**src/rtl/tbl_pkg.sv**
```systemverilog
// ----------------------------------------------------------------------------
// Tetrahedron locator package
// Shared widths, sequencer states and datapath command codes.
// ----------------------------------------------------------------------------
package tbl_pkg;

   localparam int CoordWidth   = 32;
   localparam int DiffWidth    = CoordWidth + 1;
   localparam int ProdWidth    = 2 * DiffWidth;
   localparam int DetWidth     = 3 * DiffWidth + 3;
   localparam int FracBits     = 28;
   localparam int NumWidth     = DetWidth + FracBits;
   localparam int QuoWidth     = NumWidth;
   localparam int QuoCntWidth  = $clog2(QuoWidth + 1);
   localparam int TolWidth     = 29;
   localparam int BaryWidth    = 32;
   localparam logic [TolWidth-1:0] TolReset = TolWidth'(268435);

   // Sequencer states.
   typedef enum logic [3:0] {
      ST_IDLE,
      ST_DIFF,
      ST_DET,
      ST_DIV_START,
      ST_DIV_RUN,
      ST_DIV_DONE,
      ST_FINISH
   } state_type;

   // Commands from controller to datapath.
   typedef struct packed {
      logic       load_diff;
      logic       det_step;
      logic [4:0] det_idx;
      logic       div_start;
      logic       div_step;
      logic [1:0] div_sel;
      logic       div_store;
      logic       finish;
   } cmd_type;

   // Status from datapath to controller.
   typedef struct packed {
      logic div_done;
      logic det_zero;
   } stat_type;

endpackage

```
**src/rtl/tbl_control.sv**
```systemverilog
// ----------------------------------------------------------------------------
// Tetrahedron locator controller
// Steps the shared multipliers over 72 passes and, for a nonzero determinant, the divider three times.
// ----------------------------------------------------------------------------
module tbl_control (
   input  logic              clock,
   input  logic              reset,
   input  logic              query_en,
   input  tbl_pkg::stat_type stat,
   output tbl_pkg::cmd_type  cmd,
   output logic              busy,
   output logic              done
);
   tbl_pkg::state_type state_ff, state_in;
   logic [4:0] idx_ff, idx_in;
   logic [1:0] pass_ff, pass_in;
   logic [1:0] sel_ff, sel_in;

   // State register.
   always_ff @(posedge clock) begin
      if (reset) begin
         state_ff <= tbl_pkg::ST_IDLE;
         idx_ff   <= '0;
         pass_ff  <= '0;
         sel_ff   <= '0;
      end else begin
         state_ff <= state_in;
         idx_ff   <= idx_in;
         pass_ff  <= pass_in;
         sel_ff   <= sel_in;
      end
   end

   // Next state and commands. The index holds the determinant in its upper
   // two bits and the term within it (0..5) in its lower three.
   always_comb begin
      state_in = state_ff;
      idx_in   = idx_ff;
      pass_in  = pass_ff;
      sel_in   = sel_ff;
      cmd      = '0;
      cmd.det_idx = idx_ff;
      cmd.div_sel = sel_ff;
      busy = 1'b1;
      done = 1'b0;
      case (state_ff)
         tbl_pkg::ST_IDLE: begin
            busy = 1'b0;
            if (query_en) begin
               state_in = tbl_pkg::ST_DIFF;
            end
         end
         tbl_pkg::ST_DIFF: begin
            cmd.load_diff = 1'b1;
            idx_in   = '0;
            pass_in  = '0;
            state_in = tbl_pkg::ST_DET;
         end
         tbl_pkg::ST_DET: begin
            cmd.det_step = 1'b1;
            if (pass_ff == 2'd2) begin
               pass_in = '0;
               if (idx_ff == {2'd3, 3'd5}) begin
                  sel_in   = '0;
                  state_in = tbl_pkg::ST_DIV_START;
               end else if (idx_ff[2:0] == 3'd5) begin
                  idx_in = {idx_ff[4:3] + 2'd1, 3'd0};
               end else begin
                  idx_in = idx_ff + 5'd1;
               end
            end else begin
               pass_in = pass_ff + 2'd1;
            end
         end
         tbl_pkg::ST_DIV_START: begin
            if (stat.det_zero) begin
               state_in = tbl_pkg::ST_FINISH;
            end else begin
               cmd.div_start = 1'b1;
               state_in = tbl_pkg::ST_DIV_RUN;
            end
         end
         tbl_pkg::ST_DIV_RUN: begin
            cmd.div_step = 1'b1;
            if (stat.div_done) begin
               state_in = tbl_pkg::ST_DIV_DONE;
            end
         end
         tbl_pkg::ST_DIV_DONE: begin
            cmd.div_store = 1'b1;
            if (sel_ff == 2'd2) begin
               state_in = tbl_pkg::ST_FINISH;
            end else begin
               sel_in   = sel_ff + 2'd1;
               state_in = tbl_pkg::ST_DIV_START;
            end
         end
         tbl_pkg::ST_FINISH: begin
            cmd.finish = 1'b1;
            done = 1'b1;
            state_in = tbl_pkg::ST_IDLE;
         end
         default: state_in = tbl_pkg::ST_IDLE;
      endcase
   end

   // A query never starts while one is in flight.
   assert property (@(posedge clock) disable iff (reset)
      state_ff != tbl_pkg::ST_IDLE |-> busy)
      else $error("busy low outside idle");
   // Finishing always returns to idle.
   assert property (@(posedge clock) disable iff (reset)
      state_ff == tbl_pkg::ST_FINISH |=> state_ff == tbl_pkg::ST_IDLE)
      else $error("finish did not return to idle");
   // The divider is started only with a nonzero determinant.
   assert property (@(posedge clock) disable iff (reset)
      cmd.div_start |-> !stat.det_zero)
      else $error("division by zero determinant");

endmodule

```
**config.mk**
```make
export PLATFORM = sky130hd
export DESIGN_NAME = tbl_control
export DESIGN_NICKNAME = d
export VERILOG_FILES = /design/src/rtl/tbl_pkg.sv /design/src/rtl/tbl_control.sv
export SDC_FILE = /design/constraint.sdc
export NUM_CORES = 1
export LEC_CHECK = 0
export ABC_AREA = 1
export BUFFER_PORTS_ARGS = -buffer_cell sky130_fd_sc_hd__buf_2
export CAP_MARGIN = 20
export CORE_UTILIZATION = 50
export DETAILED_ROUTE_END_ITERATION = 7
export PLACE_DENSITY = 0.76
export REMOVE_ABC_BUFFERS = 1
export SYNTH_ARGS = -nofsm -noshare
export SYNTH_HDL_FRONTEND = slang
export SYNTH_SLANG_ARGS = --single-unit
```
**constraint.sdc**
```tcl
create_clock -name clock -period 3.2 [get_ports clock]
set_input_delay 0 -clock clock [delete_from_list [all_inputs] [get_ports clock]]
set_output_delay 0 -clock clock [all_outputs]
set_load 0.01 [all_outputs]
```
# Word level (Yosys, flattened, before mapping)
# Cells that the tools add are included.
# op_classes
n_addsub	4
reduce_logical	6
n_mux	25
n_eq_ne	16
# ops
operator	count
$pmux 4 s6	1
$mux 4	4
$mux 5	3
$eq 4x3->1 const B	3
$ne 2x2->1 const B	6
$mux 2	5
$pmux 5 s2	1
$eq 4x2->1 const B	2
$mux 1	8
$pmux 2 s2	2
$reduce_and 4->1	2
$add 2x1->2 const B	3
$add 5x1->5 const B	1
$eq 5x5->1 const B	1
$eq 2x2->1 const B	2
$eq 4x1->1 const B	1
$logic_not 4->1	1
$reduce_bool 2->1	2
$eq 3x3->1 const B	1
$mux 3	1
$reduce_and 3->1	1
# word_totals
ff_bits	13

# Longest topological paths before layout
# logic_depth
ltp_word	5
mapped_depth	10
ltp_nobuf	9

# Worst setup path after synthesis
# OpenSTA, ideal clock, no wires.
# synth_timing
path_type	reg2reg
from	register sel_ff[0]
to	register sel_ff[1]
setup_time_ns	0.064
arrival_time_ns	1.176
path_stages_with_launch	7
n_path_buf	0
slack_ns	1.961
synth_period_minus_slack_ns	1.239
cell_sequence	dfxtp_1 inv_1 ha_1 or2_2 nand3_1 nand2_1 nor2_1
# synth_via
elab_chain_len	3
elab_cells_between_ends	6
classes_between	add/sub: 1; eq/ne: 2; mux: 2; reduce/logical: 1
# synth_rtl
element	line_no	rtl
start: declaration	tbl_control.sv:17	logic [1:0] sel_ff, sel_in;
start signal: assignment	tbl_control.sv:30	sel_ff <= sel_in;
$add 2x1->2 or $eq 2x2->1 (tied branches)	tbl_control.sv:94, tbl_control.sv:91	
$mux 2 or $ne 2x2->1 (tied branches)	--	
$pmux 2 s2 or $reduce_and 4->1 (tied branches)	--	
# Parallel ways exist; a longest one is shown, timed or not. The select of a mux whose other input is x is not followed.
# A chain may end at the register's enable or synchronous reset.

# Worst setup path after layout
# layout_timing
from	register state_ff[0]
to	register idx_ff[4]
# layout_via
elab_chain_len	3
elab_cells_between_ends	7
classes_between	eq/ne: 4; mux: 1; reduce/logical: 2
# layout_rtl
element	line_no	rtl
start: declaration	tbl_control.sv:14	tbl_pkg::state_type state_ff, state_in;
start signal: assignment	tbl_control.sv:22	state_ff <= tbl_pkg::ST_IDLE;
start signal: assignment	tbl_control.sv:27	state_ff <= state_in;
$eq 4x2->1 or $eq 4x1->1 (tied branches)	tbl_control.sv:46	case (state_ff)
$ne 2x2->1 (no line) or $reduce_bool 2->1 (tied branches)	--	
$reduce_and 3->1 (no line)	--	
end signal: assignment	tbl_control.sv:28	idx_ff <= idx_in;
end: declaration	tbl_control.sv:15	logic [4:0] idx_ff, idx_in;
# Parallel ways exist; a longest one is shown, timed or not.

==> results.json <==
{
  "gp_congestion": 0.860,
  "max_cap_violations": 0,
  "timing.final.ws_setup_ps": 1720,
  "core-area_sq_um": 1370,
  "netSwitchingFraction_pct": 45.1,
  "vias": 777,
  "worst_path_dominant_cell_family": "simple AND/OR/NAND/NOR gates",
  "ir_drop_mv": 0.393,
  "finalWorstPathRequiredPeriod_ps": 1480,
  "area_growth_syn_to_layout_pct": 18.5,
  "dp_hpwl_um": 1250,
  "n_fill_cell": 133,
  "finalClockSkew_ps": 0.957,
  "synth_adder_area_share_pct": 1.64,
  "synth.area.top_cells": "dfxtp_1 (31%), nand2_1 (15%), inv_1 (8.9%)",
  "synthMuxAreaShare_pct": 0,
  "critical_path_peak_fanout": 8,
  "synth-simple-area-share_pct": 46.4,
  "drive_gt1_share_pct": 26.8,
  "comb_power_share_pct": 46.0,
  "ys_types": 24,
  "portBuffers": 19,
  "mostFrequentLayoutCells": "nand2_1 (31), buf_2 (19), inv_1 (18)",
  "track_usage_pct": 23.4,
  "pre_cts_ws_ps": 1760,
  "via_per_inst": 4.95,
  "seq_area_frac_synth_pct": 31.5,
  "status": "finished, final reports clean",
  "grt_setup_unrepaired": "false",
  "die_width_um": 41.1,
  "tns_ps": 0,
  "max_stage_delay_ps": 600,
  "cts_setup_buffers": 0,
  "clock_latency_ps": 290,
  "relSlewSlack_pct": 70.0,
  "synth_xor_area_share_pct": 0,
  "drt_pre_antenna_iters": 4,
  "overflow": 0,
  "cts.sinks": 12,
  "arrival_ps": 1720,
  "routed_wirelength_um": 1650,
  "synth_area_leader_cell": "dfxtp_1",
  "initial_core_util_pct": 55.9,
  "cts_tree": "built",
  "syn_area_sq_um": 763,
  "die-area_sq_um": 1690,
  "syn_area_per_cell_sq_um": 6.36,
  "worst_pin_slew_ps": 450,
  "yosysWarnings": 0,
  "wl_per_cell_um": 10.5,
  "endpoint_kind": "flop",
  "leakagePower_nw": 0.516,
  "ios": 20,
  "p_clk_share_pct": 19.2,
  "p_seq_share_pct": 34.8,
  "p_per_area_nw_per_um2": 730,
  "worst-path-buf-inv": 0,
  "drc": 0,
  "fmax_ghz": 0.677,
  "rrSetupSlack_ps": 1720,
  "layout_commonest_cell": "nand2_1",
  "required_ps": 3440,
  "setup_viol": 0,
  "hold_path.class": "input port to flop",
  "cp_slowest_cell": "dfxtp_1",
  "fin_crit_sh_pct": 46.2,
  "antenna_found_initial": 0,
  "synth_top_family_by_area": "simple AND/OR/NAND/NOR gates",
  "startpoint_type": "flop",
  "slew_violations": 0,
  "power_switching_w": 0.000298,
  "grt_first_pass_wirelength_um": 2570,
  "p_int_w": 0.000363,
  "first_global_vias": 652,
  "rows": 13,
  "numCtsBuffers": 3,
  "grt_max_degree": 9,
  "clock_path_buffers": 2,
  "synth_compound_area_share_pct": 6.23,
  "clk_pin_slew_ps": 80,
  "cts-root-buf": "clkbuf_4",
  "synth_top_area_share_pct": 31.5,
  "synth-seq-cells": 12,
  "postRouteAntennaNets": 0,
  "path_cells": "nand3_1 -> nand2_2 -> nand2_2 -> a21oi_2 -> nand3_1 -> nand2_1",
  "synth_cells": 120,
  "nets": 149,
  "die_y_um": 41.1,
  "crit_type": "flop to flop",
  "hold_violations": 0,
  "drt_iter0_drc": 14,
  "antenna_cells": 0,
  "htreeDepth": 1
}
==> through the flow <==
step	instances	util, %	power (W)	hold slack (ps)	cell area [sq um]
global route	157	66.2	0.000715	65.3	905
CTS	157	66.2	0.000661	22.4	905
global placement	152	62.8	0.000531	236	858
finish	157	66.2	0.000661	14.6	905
floorplan	118	-	0.000453	50.7	744
detailed placement	152	62.8	0.000532	240	858
==> sequential cells by signal (all words and copies together) (netlist names) <==
register,flops
state_ff,3
idx_ff,5
sel_ff,2
pass_ff,2
==> metal layers <==
metal | GRT usage (%) | part of all wire, %
met1 | 29.2 | 51
met2 | 37.5 | 45
met3 | 3.26 | 1.9
met4 | 14.2 | 2.2
met5 | 0 | 0
==> cell families (layout without fill, tap and decap cells) <==
kind of cell / after synthesis / count (layout)
buf+inv: 24 / 46
fa+ha+maj: 1 / 1
compound gates: 8 / 8
flops: 12 / 12
simple gates: 75 / 75
==> cells in the mapped netlist, drive strengths merged <==
cell and instances:
a211oi 1, nand4 4, or2 2, o21ai 1
nor3 3, ha 1, nor3b 1, dfxtp 12
a21oi 5, buf 2, inv 22, a31oi 1
nand2 36, nor2 15, nand3 14
==> tightest hold or removal path, cell delays in order <==
cell and delay (ps):
buf_2 90, o21ai_0 60, a31oi_1 110
==> power by group through the flow <==
stage	clock, W	combinational, W	sequential, W
floorplan	0	0.000218	0.000235
global placement	0	0.000300	0.000232
detailed placement	0	0.000299	0.000233
CTS	0.000126	0.000305	0.000230
global route	0.000131	0.000348	0.000236
finish	0.000127	0.000304	0.000230
==> cell type report <==
cell class | instances | area [sq um] | area share, %
Multi-Input combinational cell | 84 | 414 | 45.8
Sequential cell | 12 | 240 | 26.6
Timing Repair Buffer | 20 | 105 | 11.6
Inverter | 22 | 90.1 | 9.96
Clock buffer | 4 | 36.3 | 4.01
Tap cell | 15 | 18.8 | 2.07
==> path summary, 6_finish.rpt <==
kind / startpoint / endpoint / cells past startpoint
hold / removal: stat[0] / state_ff[1]$_SDFFE_PP0P_ / 3
setup / recovery: state_ff[0]$_SDFFE_PP0P_ / idx_ff[4]$_SDFFE_PP0P_ / 6
setup reg to reg: state_ff[0]$_SDFFE_PP0P_ / idx_ff[4]$_SDFFE_PP0P_ / 6
hold reg to reg: pass_ff[0]$_SDFFE_PP0P_ / pass_ff[0]$_SDFFE_PP0P_ / 1
==> repair_timing <==
action                                 CTS  global route
hold buffers                             1             0
endpoints found under the hold margin    3             0
gates resized for setup                  0             0
(Power assumes the default switching activity.)
